## config.mk

```make
export PLATFORM = sky130hd
export DESIGN_NAME = bounded_doubly_linked_list_flat
export DESIGN_NICKNAME = d
export VERILOG_FILES = /design/src/rtl/core/dll_pkg.sv /design/src/rtl/core/dll_if.sv /design/src/rtl/core/dll_cell.sv /design/src/rtl/core/bounded_doubly_linked_list.sv /design/src/flat_wrapper.sv
export SDC_FILE = /design/constraint.sdc
export NUM_CORES = 1
export LEC_CHECK = 0
export BUFFER_PORTS_ARGS = -buffer_cell sky130_fd_sc_hd__buf_4
export CELL_PAD_IN_SITES_DETAIL_PLACEMENT = 0
export CELL_PAD_IN_SITES_GLOBAL_PLACEMENT = 1
export CORE_UTILIZATION = 40
export CTS_BUF_LIST = sky130_fd_sc_hd__clkbuf_16
export DETAILED_ROUTE_END_ITERATION = 8
export PLACE_DENSITY = 0.67
export SYNTH_ARGS = -nofsm -noshare
export SYNTH_HDL_FRONTEND = slang
export SYNTH_HIERARCHICAL = 1
export SYNTH_SLANG_ARGS = --single-unit
```

## constraint.sdc

```tcl
create_clock -name clk -period 6.4 [get_ports clk]
set_input_delay 0.32 -clock clk [delete_from_list [all_inputs] [get_ports clk]]
set_output_delay 0.32 -clock clk [all_outputs]
set_load 0.01 [all_outputs]
```

## src/rtl/core/dll_pkg.sv

```systemverilog
// Package for the bounded doubly linked list block.
// Holds the sizes, the command and status codes, and the transfer and cell control types.
// No dependencies.
package dll_pkg;

    localparam int DEPTH   = 16;
    localparam int IDX_W   = $clog2(DEPTH);
    localparam int CNT_W   = $clog2(DEPTH + 1);
    localparam int OP_W    = 3;
    localparam int VAL_W   = 32;
    localparam int ST_W    = 2;
    localparam int POS_W   = 4;

    localparam logic [OP_W-1:0] OP_INS_HEAD = 3'd0;
    localparam logic [OP_W-1:0] OP_INS_TAIL = 3'd1;
    localparam logic [OP_W-1:0] OP_FIND     = 3'd2;
    localparam logic [OP_W-1:0] OP_REMOVE   = 3'd3;
    localparam logic [OP_W-1:0] OP_DUMP     = 3'd4;

    localparam logic [ST_W-1:0] ST_OK        = 2'd0;
    localparam logic [ST_W-1:0] ST_NOT_FOUND = 2'd1;
    localparam logic [ST_W-1:0] ST_FULL      = 2'd2;
    localparam logic [ST_W-1:0] ST_EMPTY     = 2'd3;

    typedef struct packed {
        logic [OP_W-1:0]         operation;
        logic signed [VAL_W-1:0] value;
    } cmd_item_t;

    typedef struct packed {
        logic [ST_W-1:0]         status;
        logic signed [VAL_W-1:0] data_out;
        logic [POS_W-1:0]        position;
        logic                    last;
    } rsp_item_t;

    typedef enum logic [1:0] {
        CELL_HOLD,
        CELL_SHIFT,
        CELL_LOAD,
        CELL_ROTATE
    } cell_mode_t;

    typedef struct packed {
        cell_mode_t              mode;
        logic signed [VAL_W-1:0] wr_value;
    } cell_ctrl_t;

endpackage

```

## src/rtl/core/dll_if.sv

```systemverilog
// Valid/ready channel interfaces for the command and response sides.
// Depends on dll_pkg for the item types.
interface dll_cmd_if
    import dll_pkg::*;
();
    logic      valid;
    logic      ready;
    cmd_item_t item;

    modport source (output valid, output item, input ready);
    modport sink (input valid, input item, output ready);
endinterface

interface dll_rsp_if
    import dll_pkg::*;
();
    logic      valid;
    logic      ready;
    rsp_item_t item;

    modport source (output valid, output item, input ready);
    modport sink (input valid, input item, output ready);
endinterface

```

## src/rtl/core/dll_cell.sv

```systemverilog
// One cell of the list chain: holds the value at one position from the head.
// Depends on dll_pkg for the cell control type.
module dll_cell
    import dll_pkg::*;
(
    input  logic                    clk,
    input  cell_ctrl_t              ctrl,
    input  logic                    sel,
    input  logic signed [VAL_W-1:0] left,
    input  logic signed [VAL_W-1:0] right,
    output logic signed [VAL_W-1:0] q
);

    logic signed [VAL_W-1:0] value_reg;
    logic signed [VAL_W-1:0] value_next;

    always_comb
    begin
        case (ctrl.mode)
            CELL_SHIFT:  value_next = left;
            CELL_LOAD:   value_next = sel ? ctrl.wr_value : value_reg;
            CELL_ROTATE: value_next = sel ? ctrl.wr_value : right;
            default:     value_next = value_reg;
        endcase
    end

    always_ff @(posedge clk)
    begin
        value_reg <= value_next;
    end

    assign q = value_reg;

endmodule

```

## src/rtl/core/bounded_doubly_linked_list.sv

```systemverilog
// Top level of the bounded doubly linked list: control sequencer, output register and cell chain.
// Depends on dll_pkg, dll_if and dll_cell.
//
//  Channel  Dir  Payload                                Transfer when
//  cmd      in   operation, value                       cmd.valid && cmd.ready
//  rsp      out  status, data_out, position, last       rsp.valid && rsp.ready
//
// Inserts finish in the execute state. Find, remove and dump then walk every entry held, as
// the chain rotates one position a cycle past the head cell unless a stalled response holds the walk.
// A command is taken whenever the sequencer is idle, even while a response still waits.
// Reset empties the list at once; no clearing pass is needed.
// A stalled response holds the walk at the step that would emit the next one.
module bounded_doubly_linked_list
    import dll_pkg::*;
(
    input  logic      clk,
    input  logic      rst_n,
    dll_cmd_if.sink   cmd,
    dll_rsp_if.source rsp
);

    typedef enum logic [2:0] {
        S_IDLE = 3'b001,
        S_EXEC = 3'b010,
        S_WALK = 3'b100
    } state_t;

    state_t                  state_reg, state_next;
    logic [CNT_W-1:0]        count_reg, count_next;
    logic [IDX_W-1:0]        step_reg, step_next;
    logic [IDX_W-1:0]        last_reg, last_next;
    logic [IDX_W-1:0]        pos_reg, pos_next;
    logic                    found_reg, found_next;
    logic [OP_W-1:0]         op_reg;
    logic signed [VAL_W-1:0] val_reg;
    logic                    out_valid_reg;
    rsp_item_t               out_item_reg;

    cell_ctrl_t              ctrl;
    logic                    sel_en;
    logic [IDX_W-1:0]        sel_idx;
    logic [DEPTH-1:0]        sel;
    logic signed [VAL_W-1:0] cell_q [DEPTH];

    logic                    out_free;
    logic                    emit;
    rsp_item_t               emit_item;
    logic                    match;
    logic                    is_last;
    logic                    go;
    logic                    found_now;
    logic [IDX_W-1:0]        pos_now;

    assign out_free  = !out_valid_reg || rsp.ready;
    assign cmd.ready = (state_reg == S_IDLE);
    assign rsp.valid = out_valid_reg;
    assign rsp.item  = out_item_reg;

    assign match     = !found_reg && (cell_q[0] == val_reg);
    assign is_last   = (step_reg == last_reg);
    assign found_now = found_reg || match;
    assign pos_now   = match ? step_reg : pos_reg;

    always_comb
    begin
        state_next         = state_reg;
        count_next         = count_reg;
        step_next          = step_reg;
        last_next          = last_reg;
        pos_next           = pos_reg;
        found_next         = found_reg;
        ctrl.mode          = CELL_HOLD;
        ctrl.wr_value      = val_reg;
        sel_en             = 1'b0;
        sel_idx            = count_reg[IDX_W-1:0];
        emit               = 1'b0;
        emit_item.status   = ST_OK;
        emit_item.data_out = val_reg;
        emit_item.position = '0;
        emit_item.last     = 1'b1;
        go                 = 1'b0;

        unique case (state_reg)
            S_IDLE:
            begin
                if (cmd.valid)
                begin
                    state_next = S_EXEC;
                end
            end
            S_EXEC:
            begin
                if (out_free)
                begin
                    state_next = S_IDLE;
                    unique case (op_reg) inside
                        OP_INS_HEAD, OP_INS_TAIL:
                        begin
                            emit = 1'b1;
                            if (count_reg == CNT_W'(DEPTH))
                            begin
                                emit_item.status = ST_FULL;
                            end
                            else
                            begin
                                count_next = count_reg + CNT_W'(1);
                                if (op_reg == OP_INS_HEAD)
                                begin
                                    ctrl.mode = CELL_SHIFT;
                                end
                                else
                                begin
                                    ctrl.mode = CELL_LOAD;
                                    sel_en    = 1'b1;
                                end
                            end
                        end
                        OP_FIND, OP_REMOVE, OP_DUMP:
                        begin
                            if (count_reg == '0)
                            begin
                                emit = 1'b1;
                                if (op_reg == OP_FIND)
                                begin
                                    emit_item.status = ST_NOT_FOUND;
                                end
                                else
                                begin
                                    emit_item.status = ST_EMPTY;
                                end
                                if (op_reg == OP_DUMP)
                                begin
                                    emit_item.data_out = '0;
                                end
                            end
                            else
                            begin
                                state_next = S_WALK;
                                step_next  = '0;
                                pos_next   = '0;
                                found_next = 1'b0;
                                last_next  = IDX_W'(count_reg - CNT_W'(1));
                            end
                        end
                        default:
                        begin
                            state_next = S_IDLE;
                        end
                    endcase
                end
            end
            S_WALK:
            begin
                go = ((op_reg == OP_DUMP) || is_last) ? out_free : 1'b1;
                if (go)
                begin
                    ctrl.mode     = CELL_ROTATE;
                    ctrl.wr_value = cell_q[0];
                    sel_idx       = IDX_W'(count_reg - CNT_W'(1));
                    sel_en        = !((op_reg == OP_REMOVE) && match);
                    if ((op_reg == OP_REMOVE) && match)
                    begin
                        count_next = count_reg - CNT_W'(1);
                    end
                    found_next = found_now;
                    pos_next   = pos_now;
                    step_next  = step_reg + IDX_W'(1);
                    if (op_reg == OP_DUMP)
                    begin
                        emit               = 1'b1;
                        emit_item.data_out = cell_q[0];
                        emit_item.position = POS_W'(step_reg);
                        emit_item.last     = is_last;
                    end
                    else if (is_last)
                    begin
                        emit = 1'b1;
                        if (found_now)
                        begin
                            emit_item.position = POS_W'(pos_now);
                        end
                        else
                        begin
                            emit_item.status = ST_NOT_FOUND;
                        end
                    end
                    if (is_last)
                    begin
                        state_next = S_IDLE;
                    end
                end
            end
            default:
            begin
                state_next = S_IDLE;
            end
        endcase
    end

    always_ff @(posedge clk or negedge rst_n)
    begin
        if (!rst_n)
        begin
            state_reg     <= S_IDLE;
            count_reg     <= '0;
            step_reg      <= '0;
            last_reg      <= '0;
            pos_reg       <= '0;
            found_reg     <= 1'b0;
            out_valid_reg <= 1'b0;
        end
        else
        begin
            state_reg <= state_next;
            count_reg <= count_next;
            step_reg  <= step_next;
            last_reg  <= last_next;
            pos_reg   <= pos_next;
            found_reg <= found_next;
            if (emit)
            begin
                out_valid_reg <= 1'b1;
            end
            else if (rsp.ready)
            begin
                out_valid_reg <= 1'b0;
            end
        end
    end

    always_ff @(posedge clk)
    begin
        if (cmd.valid && cmd.ready)
        begin
            op_reg  <= cmd.item.operation;
            val_reg <= cmd.item.value;
        end
        if (emit)
        begin
            out_item_reg <= emit_item;
        end
    end

    for (genvar i = 0; i < DEPTH; i++)
    begin : g_cell
        assign sel[i] = sel_en && (sel_idx == IDX_W'(i));

        if (i == 0)
        begin : g_head
            dll_cell u_cell (
                .clk   (clk),
                .ctrl  (ctrl),
                .sel   (sel[i]),
                .left  (ctrl.wr_value),
                .right (cell_q[i+1]),
                .q     (cell_q[i])
            );
        end
        else if (i == DEPTH - 1)
        begin : g_tail
            dll_cell u_cell (
                .clk   (clk),
                .ctrl  (ctrl),
                .sel   (sel[i]),
                .left  (cell_q[i-1]),
                .right (cell_q[i]),
                .q     (cell_q[i])
            );
        end
        else
        begin : g_mid
            dll_cell u_cell (
                .clk   (clk),
                .ctrl  (ctrl),
                .sel   (sel[i]),
                .left  (cell_q[i-1]),
                .right (cell_q[i+1]),
                .q     (cell_q[i])
            );
        end
    end

endmodule

```

## src/flat_wrapper.sv

```systemverilog
// flat-port wrapper written by rule: the top's interface ports become plain ports
module bounded_doubly_linked_list_flat import dll_pkg::*;
  (clk, rst_n, cmd_valid, cmd_item, cmd_ready, rsp_valid, rsp_item, rsp_ready);
  dll_cmd_if cmd_i ();
  dll_rsp_if rsp_i ();
  input  logic clk;
  input  logic rst_n;
  input wire logic [$bits(cmd_i.valid)-1:0] cmd_valid;
  input wire logic [$bits(cmd_i.item)-1:0] cmd_item;
  output wire logic [$bits(cmd_i.ready)-1:0] cmd_ready;
  output wire logic [$bits(rsp_i.valid)-1:0] rsp_valid;
  output wire logic [$bits(rsp_i.item)-1:0] rsp_item;
  input wire logic [$bits(rsp_i.ready)-1:0] rsp_ready;
  assign cmd_i.valid = cmd_valid;
  assign cmd_i.item = cmd_item;
  assign cmd_ready = cmd_i.ready;
  assign rsp_valid = rsp_i.valid;
  assign rsp_item = rsp_i.item;
  assign rsp_i.ready = rsp_ready;
  bounded_doubly_linked_list u_core (.clk(clk), .rst_n(rst_n), .cmd(cmd_i), .rsp(rsp_i));
endmodule
```

After elaboration in Yosys (flattened, before gate mapping)
Cells that the tools add are included.
{"block": "word_totals", "inputBits": 39, "ff_bits": 608}
{"block": "op_classes", "bitwise_logic": 1, "eq_ne": 53, "mux": 115, "n_addsub": 3, "n_reduce_logical": 57}
{"op": "32-bit one-hot mux with 3 select lines", "n": 15}
{"op": "32-bit two-way mux", "n": 35}
{"op": "34-bit two-way mux", "n": 3}
{"op": "34-bit one-hot mux with 2 select lines", "n": 1}
{"op": "32-bit one-hot mux with 2 select lines", "n": 1}
{"op": "4-bit two-way mux", "n": 11}
{"op": "2-bit inequality test (second input constant)", "n": 20}
{"op": "39-bit two-way mux", "n": 1}
{"op": "2-bit AND reduction", "n": 17}
{"op": "32-bit equality test", "n": 1}
{"op": "4-bit equality test (second input constant)", "n": 8}
{"op": "5-bit two-way mux", "n": 5}
{"op": "1-bit logical AND", "n": 19}
{"op": "1-bit two-way mux", "n": 19}
{"op": "3-bit two-way mux", "n": 6}
{"op": "4-bit by 3-bit equality test with 1-bit output (second input constant)", "n": 4}
{"op": "2-bit two-way mux", "n": 8}
{"op": "4-bit one-hot mux with 2 select lines", "n": 2}
{"op": "2-bit by 1-bit inequality test with 1-bit output (second input constant)", "n": 5}
{"op": "5-bit one-hot mux with 2 select lines", "n": 1}
{"op": "3-bit by 2-bit equality test with 1-bit output (second input constant)", "n": 3}
{"op": "3-bit one-hot mux with 3 select lines", "n": 1}
{"op": "4-bit by 2-bit equality test with 1-bit output (second input constant)", "n": 2}
{"op": "1-bit one-hot mux with 2 select lines", "n": 4}
{"op": "other kinds (25)", "n": 37}

Depth between registers and ports, before layout
{"block": "depth", "ltp_word": 10, "mapped_depth": 12, "ltp_nobuf": 10}

By module
Netlist, hierarchy kept.
{"module": "dll_cell", "seq_area_each_um2": 960.9, "n_inst": 16, "area_per_inst_um2": 2137.0, "cells_each": 184}
{"module": "bounded_doubly_linked_list", "seq_area_each_um2": 2773.9, "n_inst": 1, "area_per_inst_um2": 5109.9, "cells_each": 475}

Worst setup path before layout
Ideal clock, no wire load.
{"block": "synth_path", "path_type": "register to register", "from": "register u_core.count_reg[0]", "to": "register u_core.g_cell[0].g_head.u_cell.value_reg[0] (enable)", "path_slack_ps": 1761, "n_path_buf": 2, "period_less_slack_ps": 4639, "path_stages_with_launch": 10, "t_arrival_ps": 4251, "t_required_ps": 6012, "cell_sequence": "dfrtp_1 -> inv_1 -> ha_1 -> and4bb_2 -> nor4b_4 -> inv_1 -> o21ai_0 -> buf_6 -> clkbuf_1 -> a21o_1"}
{"item": "start: declaration", "line": "bounded_doubly_linked_list.sv:29", "text": "logic [CNT_W-1:0] count_reg, count_next;"}
{"item": "start signal: assignment", "line": "bounded_doubly_linked_list.sv:215", "text": "count_reg <= count_next;"}
{"item": "end signal: assignment", "line": "dll_cell.sv:29", "text": "value_reg <= value_next;"}
{"item": "end: declaration", "line": "dll_cell.sv:14", "text": "logic signed [VAL_W-1:0] value_reg;"}

==> impl_results.md <==
* Crit path launch type: flop
* Input/output buffers at 79
* DRT antenna net count at 0
* Top_reg_cell synth: edfxtp_1
* CTS tree: yes
* Detail Placement HPWL at 72710 um
* Max VDD drop at 0.1833 mV
* Largest area contributor in the netlist: edfxtp_1
* Worst-path fanout max at 92
* Mapped cell area at 39300 sq um
* Period minus WS final at 4.559 ns
* PwrDens at 271.6 nW/um^2
* 1st-iter DRT viols at 2847
* H-tree depth at 3
* PostCTS Resize Cnt at 0
* Total CTS buffers at 75
* Clock skew at 0.03469 ns
* Post-DR wirelength/cell at 23.75 um
* First-pass GRT wire length at 169000 um
* Outcome: complete, but fails checks
* Die area at 99520 sq um
* Synth cell types at 68
* Clock transition at the registers of the reported paths at 0.05 ns
* Mean Syn Cell Area at 11.50 sq um
* Placed Area at 39500 sq um
* Mapped Nets at 3462
* Final GP Congestion at 0.8263
* Largest net degree at the start of global routing at 299
* Core Rows at 114
* Failing checks: design-rule violations
* Io pins at 80
* Slew HR at 15.95%
* Number of antenna violations at the first check in global routing at 1
* Post-synth EDFFs at 586
* Via/cell ratio at 5.998
* Pleak at 0.01377 uW
* CTS max path bufs at 3
* Die height at 315.5 um
* Initial Util at 40.52%
* Fin area at 42150 sq um
* Die extent in x at 315.5 um
* Root buf cell: clkbuf_16
* Total gr overflow at 0
* Hold WC Path Type: in2async
* Post-synthesis register bit count at 608
* Dpl ws at 1.847 ns
* DRC at 16
* Clock Latency Late Sink at 0.65 ns
* CP Data Arrival Time at 4.84 ns
* Commonest cells in the netlist: nand2_1 (631), edfxtp_1 (586), nand2b_1 (516)
* Syn Inst Count at 3419
* Setup repair bufs after CTS at 0
* Period Utilization, post-route at 71.24%
* Post-synth ARST share at 3.618%
* CP required at 6.68 ns
* Final setup fails at 0
* Final WS setup at 1.841 ns
* Clk sinks at 608
* Synth warnings at 6
* Via count at 27850
* Max reg flops at 448
* Total routed wirelength at 110300 um
* 1st-pass router iterations at 9
* RSZ-0062 raised after global routing: false
* Critical Path End Type: flop
* Area delta synth->final at 7.243%
* Fraction of layout cells with a size suffix above 1 at 23.46%
* Vias in the first global route at 28370
* Fmax at 0.2193 GHz
* Core box area at 96990 sq um
* Setup TNS at 0 ns
* Final Hold Fails at 0
* Kind of critical path: reg2reg
* Top-area cell type share of the netlist area at 44.77%
* Top post-synthesis cells by area: edfxtp_1 (45%), o211ai_2 (15%), nand4b_1 (11%), nand2b_1 (8.2%), nand2_1 (6.0%)
* Antenna fix cells at 0
* Layout Nets at 3352
* Final-layout fill cell count at 9160
* Sequential-to-total area share from yosys stat at 46.18%
* Least-Margin Pin Slew at 1.258 ns
* Gr usage total at 21.59%
* Pins Over Slew Limit at 0
* Maxcap violations at 0
* Most frequent cell after synthesis: nand2_1
[through the flow]
stage	power, uW	hold WS, ns	utilization, %	instances
detailed placement	7457	0.2415	40.72	4471
floorplan	6857	0.02441	-	3419
finish	11450	0.1360	43.46	4643
global placement	7389	0.2399	40.72	4471
CTS	11560	0.1142	43.46	4643
global route	11910	0.1459	43.46	4643
[per-layer routing]
| metal | wire [um] | share of wire, % | GRT usage (%) |
|---|---|---|---|
| met5 | 0 | 0 | 0 |
| met4 | 2399 | 2.2 | 6.203 |
| met3 | 5439 | 4.9 | 2.676 |
| met2 | 53140 | 48 | 35.76 |
| met1 | 49280 | 45 | 29.57 |
[where the power goes]
| part | total, uW | internal (uW) | switching (uW) |
|---|---|---|---|
| logic | 2350 | 732 | 1620 |
| clock network | 4040 | 2260 | 1780 |
| registers | 5060 | 4820 | 240 |
[worst max-delay path, stage by stage, from the launching register on]
cell	delay (ns)
dfrtp_1	0.47
inv_1	0.16
ha_1	0.27
and4bb_2	0.27
nor4b_4	0.33
nand2_1	0.16
nand2_4	0.29
buf_4	0.51
buf_4	0.70
a21o_1	0.57
buf_4	0.41
[kinds of logic (layout without fill, tap and decap cells)]
kind of cell	count (synthesis)	in the layout	share of synthesized area, %
AO/OA/AOI/OAI	612	612	17.81
XOR/XNOR	44	44	0.9996
adder cells (fa/ha/maj)	4	4	0.1273
buffers and inverters	384	332	7.029
flip-flops	608	608	46.18
multiplexers	3	3	0.08277
AND/OR/NAND/NOR	1764	1764	27.77
[cells in the final DEF, fill, tap and decap left out, types with 16 or more instances in the layout]
cell / instances
xnor2_1: 41
o211ai_1: 32
clkbuf_16: 75
nand2b_1: 516
nand2_1: 630
dlygate4sd3_1: 37
nor3_2: 17
buf_4: 148
dfrtp_1: 21
nor2b_4: 16
o21ai_0: 19
clkinv_1: 19
edfxtp_1: 586
inv_1: 29
a22o_1: 36
nor2_1: 16
o211ai_2: 480
nand4b_1: 513
[cell type report]
cell class / instances / area (sq um) / area share (%)
flip-flops and latches: 608 / 18150 / 43.06
clock buffers: 75 / 1877 / 4.453
inverters: 7 / 26.28 / 0.06234
well taps: 1276 / 1597 / 3.788
clock inverters: 60 / 404.1 / 0.9588
repair buffers: 190 / 1582 / 3.752
multi-input cells: 2427 / 18520 / 43.93
[worst paths after layout]
path / startpoint / to / slack (ns) / depth (start not counted)
max in group asynchronous: rst_n / u_core/state_reg[0] / 5.98 / 2
min: rst_n / u_core/rsp.valid / 0.14 / 2
max: u_core/count_reg[0] / u_core/g_cell[11].g_mid.u_cell/q[27] / 1.84 / 10
max reg2reg: u_core/count_reg[0] / u_core/g_cell[11].g_mid.u_cell/q[27] / 1.84 / 10
min in group clk: rsp_ready / u_core/state_reg[1] / 0.19 / 5
min reg2reg: u_core/last_reg[3] / u_core/last_reg[3] / 0.50 / 2
[what timing repair did]
item                                    in CTS  in global routing
hold endpoints to repair                    58                  0
hold buffers                                37                  0
endpoints found under the setup margin       0                  0
Note: power is estimated with default switching activity, not from simulation.
